### config.mk
export PLATFORM = sky130hd
export DESIGN_NAME = bounding_sphere_merge
export DESIGN_NICKNAME = d
export VERILOG_FILES = /design/src/rtl/bsm_pkg.sv /design/src/rtl/bsm_sqrt.sv /design/src/rtl/bsm_div.sv /design/src/rtl/bounding_sphere_merge.sv
export SDC_FILE = /design/constraint.sdc
export NUM_CORES = 2
export LEC_CHECK = 0
export ABC_AREA = 0
export BUFFER_PORTS_ARGS = -buffer_cell sky130_fd_sc_hd__clkbuf_2
export CAP_MARGIN = 20
export CORE_ASPECT_RATIO = 1.2
export CORE_MARGIN = 8
export CORE_UTILIZATION = 45
export CTS_CLUSTER_DIAMETER = 50
export DETAILED_ROUTE_END_ITERATION = 8
export RECOVER_POWER = 50
export SLEW_MARGIN = 10
export SYNTH_ARGS = -nofsm -noshare
export SYNTH_HDL_FRONTEND = slang
export SYNTH_HIERARCHICAL = 1
export SYNTH_SLANG_ARGS = --single-unit
### constraint.sdc
create_clock -name clk -period 12.1 [get_ports clk]
set_input_delay 1.21 -clock clk [delete_from_list [all_inputs] [get_ports clk]]
set_output_delay 1.21 -clock clk [all_outputs]
set_load 0.03 [all_outputs]
### src/rtl/bsm_pkg.sv
// bsm_pkg: types and constants shared by the bounding sphere merge block
// fixed field widths of the sphere and bound beats, derived arithmetic widths
// no dependencies
package bsm_pkg;

	localparam int CW = 32;          // coordinate width
	localparam int RW = CW - 1;      // radius width
	localparam int DW = CW + 1;      // distance / shift width
	localparam int PW = DW + CW;     // product width
	localparam int SW = 2 * CW + 2;  // squared distance width (even)

	localparam logic CMD_CLEAR = 1'b0;
	localparam logic CMD_ADD   = 1'b1;

	typedef struct packed {
		logic                 cmd;
		logic signed [CW-1:0] sphere_x;
		logic signed [CW-1:0] sphere_y;
		logic signed [CW-1:0] sphere_z;
		logic [RW-1:0]        sphere_radius;
	} sphere_t;

	typedef struct packed {
		logic signed [CW-1:0] bound_x;
		logic signed [CW-1:0] bound_y;
		logic signed [CW-1:0] bound_z;
		logic [RW-1:0]        bound_r;
		logic                 saturated;
	} bound_t;

endpackage

### src/rtl/bsm_sqrt.sv
// bsm_sqrt: iterative floor square root, two radicand bits per cycle
// depends on bsm_pkg
module bsm_sqrt (
	input  logic                    clk,
	input  logic                    arst_n,
	input  logic                    start,
	input  logic [bsm_pkg::SW-1:0]  radicand,
	output logic                    done,
	output logic [bsm_pkg::DW-1:0]  root
);
	import bsm_pkg::*;

	localparam int CNTW = $clog2(DW + 1);

	logic [SW-1:0]   rad_q;
	logic [DW:0]     rem_q;
	logic [DW-1:0]   root_q;
	logic [CNTW-1:0] cnt_q;
	logic            run_q;
	logic            done_q;

	logic [DW+1:0] rem_sh;
	logic [DW+1:0] trial;
	logic          take;

	assign rem_sh = {rem_q[DW-1:0], rad_q[SW-1 -: 2]};
	assign trial  = {root_q, 2'b01};
	assign take   = (rem_sh >= trial);

	always_ff @(posedge clk or negedge arst_n) begin
		if (!arst_n) begin
			run_q  <= 1'b0;
			done_q <= 1'b0;
			cnt_q  <= '0;
		end else begin
			done_q <= !start && run_q && (cnt_q == CNTW'(DW - 1));
			if (start) begin
				run_q <= 1'b1;
				cnt_q <= '0;
			end else if (run_q) begin
				if (cnt_q == CNTW'(DW - 1)) begin
					run_q <= 1'b0;
				end
				cnt_q <= cnt_q + 1'b1;
			end
		end
	end

	always_ff @(posedge clk) begin
		if (start) begin
			rad_q  <= radicand;
			rem_q  <= '0;
			root_q <= '0;
		end else if (run_q) begin
			rad_q <= {rad_q[SW-3:0], 2'b00};
			if (take) begin
				rem_q  <= (DW+1)'(rem_sh - trial);
				root_q <= {root_q[DW-2:0], 1'b1};
			end else begin
				rem_q  <= rem_sh[DW:0];
				root_q <= {root_q[DW-2:0], 1'b0};
			end
		end
	end

	assign done = done_q;
	assign root = root_q;

endmodule

### src/rtl/bsm_div.sv
// bsm_div: iterative restoring divider, one quotient bit per cycle
// quotient is known to fit CW bits; depends on bsm_pkg
module bsm_div (
	input  logic                    clk,
	input  logic                    arst_n,
	input  logic                    start,
	input  logic [bsm_pkg::PW-1:0]  num,
	input  logic [bsm_pkg::DW-1:0]  den,
	output logic                    done,
	output logic [bsm_pkg::CW-1:0]  quo
);
	import bsm_pkg::*;

	localparam int CNTW = $clog2(CW + 1);

	logic [DW-1:0]   rem_q;
	logic [CW-1:0]   low_q;
	logic [CW-1:0]   quo_q;
	logic [DW-1:0]   den_q;
	logic [CNTW-1:0] cnt_q;
	logic            run_q;
	logic            done_q;

	logic [DW:0] t;
	logic        take;

	assign t    = {rem_q, low_q[CW-1]};
	assign take = (t >= {1'b0, den_q});

	always_ff @(posedge clk or negedge arst_n) begin
		if (!arst_n) begin
			run_q  <= 1'b0;
			done_q <= 1'b0;
			cnt_q  <= '0;
		end else begin
			done_q <= !start && run_q && (cnt_q == CNTW'(CW - 1));
			if (start) begin
				run_q <= 1'b1;
				cnt_q <= '0;
			end else if (run_q) begin
				if (cnt_q == CNTW'(CW - 1)) begin
					run_q <= 1'b0;
				end
				cnt_q <= cnt_q + 1'b1;
			end
		end
	end

	// high part starts below den, so only the low CW bits yield quotient bits
	always_ff @(posedge clk) begin
		if (start) begin
			rem_q <= num[PW-1:CW];
			low_q <= num[CW-1:0];
			den_q <= den;
			quo_q <= '0;
		end else if (run_q) begin
			low_q <= {low_q[CW-2:0], 1'b0};
			if (take) begin
				rem_q <= DW'(t - {1'b0, den_q});
				quo_q <= {quo_q[CW-2:0], 1'b1};
			end else begin
				rem_q <= t[DW-1:0];
				quo_q <= {quo_q[CW-2:0], 1'b0};
			end
		end
	end

	assign done = done_q;
	assign quo  = quo_q;

endmodule

### src/rtl/bounding_sphere_merge.sv
// bounding_sphere_merge: running bounding sphere over a stream of spheres
// sequencer with one shared multiplier, uses bsm_sqrt, bsm_div and bsm_pkg
//
// usage:
//   sphere channel (sphere_valid / sphere_stall / sphere) takes one command
//   beat: cmd clear empties the bound, cmd add merges one sphere.
//   bound channel (bound_valid / bound_stall / bound) gives one beat per
//   command: the bound as it stands afterward and a saturation flag.
// sequence after acceptance:
//   clear or first add: the bound beat is offered in the next cycle.
//   contained or containing sphere, coincident centers: the squared distance is
//   summed and its square root taken, then the bound beat is offered.
//   full merge: after that, per axis one multiply and one divide, then the
//   bound beat is offered.
// flow control: one command at a time; the next sphere beat can be accepted
//   in the cycle after the bound beat is taken.
//   sphere_stall is high from the cycle after acceptance through the cycle
//   in which the bound beat is taken.
// reset: bound empty, center and radius zero, no beat pending.
// receiver stall: the result beat holds steady until taken, and no new
//   sphere beat is accepted meanwhile.
module bounding_sphere_merge (
	input  logic             clk,
	input  logic             arst_n,
	input  logic             sphere_valid,
	output logic             sphere_stall,
	input  bsm_pkg::sphere_t sphere,
	output logic             bound_valid,
	input  logic             bound_stall,
	output bsm_pkg::bound_t  bound
);
	import bsm_pkg::*;

	localparam logic [2:0] S_IDLE = 3'd0;
	localparam logic [2:0] S_SQ   = 3'd1;
	localparam logic [2:0] S_ROOT = 3'd2;
	localparam logic [2:0] S_MUL  = 3'd3;
	localparam logic [2:0] S_DIV  = 3'd4;
	localparam logic [2:0] S_OUT  = 3'd5;

	localparam logic [RW-1:0] RMAX = '1;
	localparam logic signed [CW:0] CMAX = (CW+1)'((64'd1 << (CW - 1)) - 1);
	localparam logic signed [CW:0] CMIN = -CMAX - 1;

	logic [2:0]           state_q;
	logic                 ok_q;
	logic signed [CW-1:0] cen_q [3];
	logic [RW-1:0]        rad_q;
	logic signed [CW-1:0] c2_q [3];
	logic [RW-1:0]        r2_q;
	logic [CW-1:0]        mag_q [3];
	logic [2:0]           neg_q;
	logic [1:0]           cnt_q;
	logic [SW-1:0]        sum_q;
	logic [PW-1:0]        prod_q;
	logic [DW-1:0]        d_q;
	logic [DW-1:0]        shift_q;
	logic                 sat_q;
	logic                 sq_go_q;
	logic                 dv_go_q;

	logic                 accept;
	logic signed [CW-1:0] in_c [3];
	logic signed [CW:0]   dfull [3];
	logic [CW-1:0]        mul_b;
	logic [DW-1:0]        mul_a;
	logic [PW-1:0]        mul_p;
	logic                 root_done;
	logic [DW-1:0]        root;
	logic                 div_done;
	logic [CW-1:0]        quo;
	logic [DW:0]          dr2, dr1, big2;
	logic [DW-1:0]        big;
	logic signed [CW+1:0] cnew;
	logic signed [CW+1:0] cext;
	logic signed [CW+1:0] qext;

	assign accept = sphere_valid && !sphere_stall;
	assign sphere_stall = (state_q != S_IDLE);
	assign in_c[0] = sphere.sphere_x;
	assign in_c[1] = sphere.sphere_y;
	assign in_c[2] = sphere.sphere_z;

	for (genvar g = 0; g < 3; g++) begin : g_delta
		assign dfull[g] = {in_c[g][CW-1], in_c[g]} - {cen_q[g][CW-1], cen_q[g]};
	end

	// shared multiplier operand select
	always_comb begin
		case (cnt_q)
			2'd0:    mul_b = mag_q[0];
			2'd1:    mul_b = mag_q[1];
			2'd2:    mul_b = mag_q[2];
			default: mul_b = '0;
		endcase
		if (state_q == S_SQ) begin
			mul_a = {1'b0, mul_b};
		end else begin
			mul_a = shift_q;
		end
	end

	assign mul_p = mul_a * mul_b;

	assign dr2  = {1'b0, root} + (DW+1)'(r2_q);
	assign dr1  = {1'b0, root} + (DW+1)'(rad_q);
	assign big2 = dr1 + (DW+1)'(r2_q);
	assign big  = big2[DW:1];

	assign cext = (CW+2)'(cen_q[cnt_q]);
	assign qext = (CW+2)'({1'b0, quo});
	assign cnew = neg_q[cnt_q] ? (cext - qext) : (cext + qext);

	bsm_sqrt u_sqrt (
		.clk      (clk),
		.arst_n   (arst_n),
		.start    (sq_go_q),
		.radicand (sum_q),
		.done     (root_done),
		.root     (root)
	);

	bsm_div u_div (
		.clk    (clk),
		.arst_n (arst_n),
		.start  (dv_go_q),
		.num    (prod_q),
		.den    (d_q),
		.done   (div_done),
		.quo    (quo)
	);

	always_ff @(posedge clk or negedge arst_n) begin
		if (!arst_n) begin
			state_q <= S_IDLE;
			ok_q    <= 1'b0;
			cen_q   <= '{default: '0};
			rad_q   <= '0;
			sat_q   <= 1'b0;
			cnt_q   <= '0;
			sq_go_q <= 1'b0;
			dv_go_q <= 1'b0;
		end else begin
			sq_go_q <= (state_q == S_SQ) && (cnt_q == 2'd3);
			dv_go_q <= (state_q == S_MUL);
			case (state_q)
				S_IDLE: begin
					if (accept) begin
						sat_q <= 1'b0;
						if (sphere.cmd == CMD_CLEAR) begin
							ok_q    <= 1'b0;
							cen_q   <= '{default: '0};
							rad_q   <= '0;
							state_q <= S_OUT;
						end else if (!ok_q) begin
							ok_q    <= 1'b1;
							cen_q   <= in_c;
							rad_q   <= sphere.sphere_radius;
							state_q <= S_OUT;
						end else begin
							cnt_q   <= '0;
							state_q <= S_SQ;
						end
					end
				end
				S_SQ: begin
					cnt_q <= cnt_q + 1'b1;
					if (cnt_q == 2'd3) begin
						state_q <= S_ROOT;
					end
				end
				S_ROOT: begin
					if (root_done) begin
						if (dr2 < (DW+1)'(rad_q)) begin
							state_q <= S_OUT;
						end else if (dr1 < (DW+1)'(r2_q)) begin
							cen_q   <= c2_q;
							rad_q   <= r2_q;
							state_q <= S_OUT;
						end else begin
							if (big > DW'(RMAX)) begin
								rad_q <= RMAX;
								sat_q <= 1'b1;
							end else begin
								rad_q <= big[RW-1:0];
							end
							cnt_q <= '0;
							if (root == '0) begin
								state_q <= S_OUT;
							end else begin
								state_q <= S_MUL;
							end
						end
					end
				end
				S_MUL: begin
					state_q <= S_DIV;
				end
				S_DIV: begin
					if (div_done) begin
						if (cnew > (CW+2)'(CMAX)) begin
							cen_q[cnt_q] <= CMAX[CW-1:0];
							sat_q        <= 1'b1;
						end else if (cnew < (CW+2)'(CMIN)) begin
							cen_q[cnt_q] <= CMIN[CW-1:0];
							sat_q        <= 1'b1;
						end else begin
							cen_q[cnt_q] <= cnew[CW-1:0];
						end
						if (cnt_q == 2'd2) begin
							state_q <= S_OUT;
						end else begin
							cnt_q   <= cnt_q + 1'b1;
							state_q <= S_MUL;
						end
					end
				end
				S_OUT: begin
					if (!bound_stall) begin
						state_q <= S_IDLE;
					end
				end
				default: state_q <= S_IDLE;
			endcase
		end
	end

	// datapath registers
	always_ff @(posedge clk) begin
		prod_q <= mul_p;
		if (state_q == S_IDLE && accept) begin
			c2_q <= in_c;
			r2_q <= sphere.sphere_radius;
			sum_q <= '0;
			for (int i = 0; i < 3; i++) begin
				neg_q[i] <= dfull[i][CW];
				mag_q[i] <= dfull[i][CW] ? CW'(-dfull[i]) : dfull[i][CW-1:0];
			end
		end
		if (state_q == S_SQ && cnt_q != 2'd0) begin
			sum_q <= sum_q + SW'(prod_q);
		end
		if (state_q == S_ROOT && root_done) begin
			d_q     <= root;
			shift_q <= DW'(big - DW'(rad_q));
		end
	end

	assign bound_valid     = (state_q == S_OUT);
	assign bound.bound_x   = cen_q[0];
	assign bound.bound_y   = cen_q[1];
	assign bound.bound_z   = cen_q[2];
	assign bound.bound_r   = rad_q;
	assign bound.saturated = sat_q;

endmodule

* Word-level counts from Yosys, hierarchy flattened
Memory sizes are Yosys's and may differ from the RTL's.
Index checks and enable logic that the tools add are counted.
** Word-level totals
- Register bits after elaboration :: 741
- Memory bits (writable) :: 96
- Output and inout bits :: 130
- Logic and storage cells :: 210
- Memories kept :: 1
** Memory list
- mag_q :: words 3, width 32, read ports 3, clocked after Yosys merged registers in 0, wr ports 3, line bounding_sphere_merge.sv:51 : logic [CW-1:0] mag_q [3];
** Cells by class
- $add $sub $neg :: 18
- $mul :: 1
- Magnitude comparators :: 10
- Eq/ne operators :: 24
- Mux-type cells :: 87
- Bitwise gates (word level) :: 7
- Reductions and logical operators :: 30
** Operators by type and width (count)
- $mux W96 :: 9
- $pmux W96 S3 :: 1
- $mux W66 :: 4
- $mux W32 :: 8
- $mux W31 :: 7
- $mux W33 :: 5
- $sub A32 B32 Y33 :: 3
- $bwmux W96 :: 1
- $neg A32 Y32 :: 3
- $pmux W32 S3 :: 1
- $and A93 B93 Y93 :: 1
- $not A93 Y93 :: 1
- $or A93 B93 Y93 :: 1
- $add A33 B31 Y34 :: 2
- $lt A34 B31 Y1 :: 2
- $add A66 B65 Y66 :: 1
- $sub A33 B33 Y33 :: 2
- $mul A33 B32 Y65 :: 1
- $bmux W32 S2 :: 1
- $demux W32 S2 :: 1
- $pmux W31 S2 :: 1
- $ge A35 B35 Y1 :: 1
- $add A32 B33 Y34 :: 1
- $add A34 B31 Y34 :: 1
- 47 further kinds :: 118

* Longest topological paths before layout
- Depth after elaboration :: 11
- Depth in mapped cells :: 40
- Depth with buffers taken out :: 34

* By module
The synthesis kept the hierarchy.
** Modules (own cells, without submodules)
- bounding_sphere_merge :: times used 1, cells an instance 8605, area an instance 75811.5 sq um
- bsm_sqrt :: times used 1, cells an instance 781, area an instance 7807.5 sq um
- bsm_div :: times used 1, cells an instance 684, area an instance 7417.1 sq um

* Worst setup path after synthesis
No wires, ideal clock.
- Kind :: register to register
- From :: register cnt_q[1] (netlist name)
- To :: register prod_q[64]
- Arrival :: 9.331 ns
- Data required time :: 12.028 ns
- Slack :: 2.697 ns
- Cell stages (with the launch flop) :: 39
- Buffers on the path :: 6
- Clock period less this slack :: 9.403 ns
- Path through :: dfrtp_1 clkbuf_1 buf_1 inv_1 ha_1 clkbuf_1 clkbuf_1 nand2_1 nand3_1 nand2_1 o21a_1 clkbuf_1 clkbuf_1 nor2_1 fa_1 inv_1 fa_1 fa_1 [3 not listed] inv_1 fa_1 inv_1 fa_1 fa_1 ha_1 a21oi_1 o21ai_0 a311oi_1 a211oi_1 o2111ai_1 a21boi_0 o21ai_0 nand3_1 a221oi_1 o21ai_0 a21oi_1 xnor2_1
** RTL lines
- to (signal assigned) :: line bounding_sphere_merge.sv:230 : prod_q <= mul_p;
- to (decl) :: line bounding_sphere_merge.sv:55 : logic [PW-1:0] prod_q;

==> flow_summary.toml <==
[outcome]
outcome = "finished with violations"
violations = "max-capacitance violations, max-slew violations"

[clock_tree]
hold_buffers = 0
post_cts_resized = 0
post_cts_buffers = 0
insertion_delay_ns = 0.81
ctsRootBufferMaster = "clkbuf_16"
clock_sinks = 837
cts_buffer_depth = 3
path_clk_slew_ns = 0.06
h-tree-depth = 3
cts_tree = "done"
cts_inserted_buffers = 109

[global_routing]
grt_pass1_vias = 77400
grt.overflow.total = 0
grt_usage = 0.309
grt_start_max_net_pins = 128
grt_pass1_wl_um = 502000
antenna_found_initial = 10

[placement]
place_congestion = 1.06
io_buffers = 261
place_area_mm2 = 0.0960
pre_cts_slack_ns = 1.66
dp.cells = 12800
dp_hpwl_um = 273000

[synthesis]
ys_ff_latch = 837
synth.distinct_cells = 112
ys_warn_count = 6
synth_nets = 11900
ys.flop_type = "edfxtp_1"
synthCells = 10100
synth_edf_count = 522
synth_area_mm2 = 0.0910
avgSynthCellArea_um2 = 9.04
synth_async_sr_flop_share = 0.182
synth-seq-area-share = 0.250

[worst_setup_path]
criticalPathCategory = "reg2reg"
endpoint_kind = "flip-flop"
startpoint_type = "flip-flop"
cp_max_fo = 26
path_common_cell = "fa_1"
cpPeakStageDelay_ns = 0.81
cp.arrival_ns = 11.57
crit_slowest_cell = "o21ai_2"
rrSetupSlack_ns = 1.26
crit_required_ns = 12.82

[drt]
wire_per_inst_um = 26.4
vias = 76500
drc = 0
via_per_inst = 5.89
first_pass_iters = 7
dr.first_iter.drc_count = 6605
finalWirelength_um = 342000
route.antenna.remaining_nets = 0

[sta]
max_freq_mhz = 92.2
rsz0062_at_grt = "no"
worst_pin_slew_ns = 4.48
skew_ns = 0.0620
layout_worst_path_cycle_share = 0.896
post-route-min-period_ns = 10.84
fin_tns_setup_ns = 0
slew_violations = 666
hold_violations = 0
finalSetupViolations = 0
relSlewSlack = -2.00
setup_ws_ns = 1.26

[cells_and_area]
final_cells = 13000
layout.nets = 12000
drive_above_1_share = 0.0642
num-fill-cells = 19200
area_delta_synth_final_pct = 9.18
stdcell_area_mm2 = 0.0994

[flow_run]
max-cap-violations = 11

[floorplanning]
coreArea_mm2 = 0.202
dieArea_mm2 = 0.217
fp.dieW_um = 427
die_y_um = 509
num_rows = 181
num_io_pins = 262
start_util = 0.451

[hold_path]
min_path_type = "reg2reg"
## path summary, 6_finish.rpt
path,startpoint,end,cells after the start
worst min register to register,d_q[20],u_div/den_q[20],0
max in group asynchronous,arst_n,cnt_q[1],3
worst min-delay path,d_q[20],u_div/den_q[20],0
min in group asynchronous,arst_n,bound[53],1
worst max-delay path,cnt_q[1],prod_q[64],34
worst max register to register,cnt_q[1],prod_q[64],34
## final cells by class
type | instances | area, um2 | share of cell area
multi-input cells | 7495 | 62000 | 0.624
clock buffers | 138 | 3000 | 0.0302
repair buffers | 479 | 2680 | 0.0269
inverters | 1301 | 4880 | 0.0491
clock inverters | 70 | 749 | 0.00754
well taps | 2653 | 3320 | 0.0334
diodes | 6 | 15.0 | 0.000151
flip-flops and latches | 837 | 22800 | 0.229
## sequential cells by signal (all words and copies together) (netlist names), 3 cells and up
| signal | flops |
|---|---|
| u_sqrt/rem_q | 33 |
| c2_q | 96 |
| neg_q | 3 |
| bound | 96 |
| sum_q | 66 |
| u_div/rem_q | 33 |
| shift_q | 33 |
| u_div/cnt_q | 6 |
| mag_q | 96 |
| state_q | 3 |
| prod_q | 65 |
| u_div/den_q | 33 |
| u_sqrt/rad_q | 66 |
| r2_q | 31 |
| u_div/quo | 32 |
| d_q | 33 |
| u_sqrt/root | 33 |
| rad_q | 31 |
| u_div/low_q | 32 |
| u_sqrt/cnt_q | 6 |
## placed cells by master (no fill, tap or decap), types with 23 or more instances in the layout
cell       synthesis  layout
edfxtp_1         522     522
clkbuf_2           2      69
xnor2_1          310     310
a22o_1            42      42
nor2_1          1040    1038
and3_1            55      54
dfrtp_1          152     148
dfxtp_1          163     163
a21oi_1          552     552
nor2b_1           73      72
and2_1            54      47
a21o_1           244     244
nand3_1          151     151
o211ai_1          37      37
a211oi_1          70      70
mux2_2            99      91
clkbuf_1         353     236
o21ai_1           64      69
or3_1             41      40
a22oi_1           97      96
nor3_1            84      84
nand2b_1         125     124
or2_2             23      23
o21bai_1          70      70
inv_1           1297    1295
o31ai_1           43      43
nand4_1           53      53
xor2_1           189     188
mux2i_1          146     146
a311oi_1          39      39
fa_1             936     936
ha_1             728     725
clkbuf_16          0     112
a31oi_1          180     160
o21a_1            96      96
buf_4              6     183
o21ai_0          346     333
nand2_1         1142    1141
nor4_1            28      27
## kinds of logic (layout without fill, tap and decap cells)
kind of cell | after synthesis | after routing | share of synthesized area
simple gates | 2935 | 2935 | 0.140
flops | 837 | 837 | 0.250
other cells | 0 | 6 | 0
mux | 245 | 245 | 0.0283
fa+ha+maj | 1664 | 1664 | 0.306
compound gates | 2152 | 2152 | 0.155
xor+xnor | 499 | 499 | 0.0480
buf+inv | 1738 | 1988 | 0.0729
## Yosys cell counts (163+ instances only)
cell type | instances | area share
o21ai_0 | 346 | 0.019
xnor2_1 | 310 | 0.030
ha_1 | 728 | 0.10
dfxtp_1 | 163 | 0.036
a21o_1 | 244 | 0.020
inv_1 | 1297 | 0.053
xor2_1 | 189 | 0.018
nand2_1 | 1142 | 0.047
clkbuf_1 | 353 | 0.015
edfxtp_1 | 522 | 0.17
a31oi_1 | 180 | 0.012
a21oi_1 | 552 | 0.030
fa_1 | 936 | 0.21
nor2_1 | 1040 | 0.043
## worst max-delay path: cells and delay by family (launching register included)
kind,cells,cell delay [ns]
XOR/XNOR,1,0.13
flip-flops,1,0.44
AND/OR/NAND/NOR,8,1.31
buffers and inverters,7,1.12
AO/OA/AOI/OAI,8,2.69
adder cells (fa/ha/maj),10,5.06
## stage by stage
step / utilization / hold slack (ns)
5_1_grt: 0.493 / 0.426
4_1_cts: 0.494 / 0.280
6_report: 0.493 / 0.419
2_1_floorplan: - / 0.400
3_3_place_gp: 0.476 / 0.402
3_5_place_dp: 0.476 / 0.405
## routing by layer
layer / vias to the layer above / GRT usage / routed length [um] / share of wire
met1: 37800 / 0.376 / 132000 / 0.39
met3: 1057 / 0.0550 / 25200 / 0.074
met5: - / 0 / 13 / 0.000038
li1: 34300 / - / - / -
met2: 3397 / 0.487 / 153000 / 0.45
met4: 2 / 0.237 / 32400 / 0.095
Power is not shown: default switching activity piles up to over one toggle a cycle in this logic, so the estimate is an artifact.
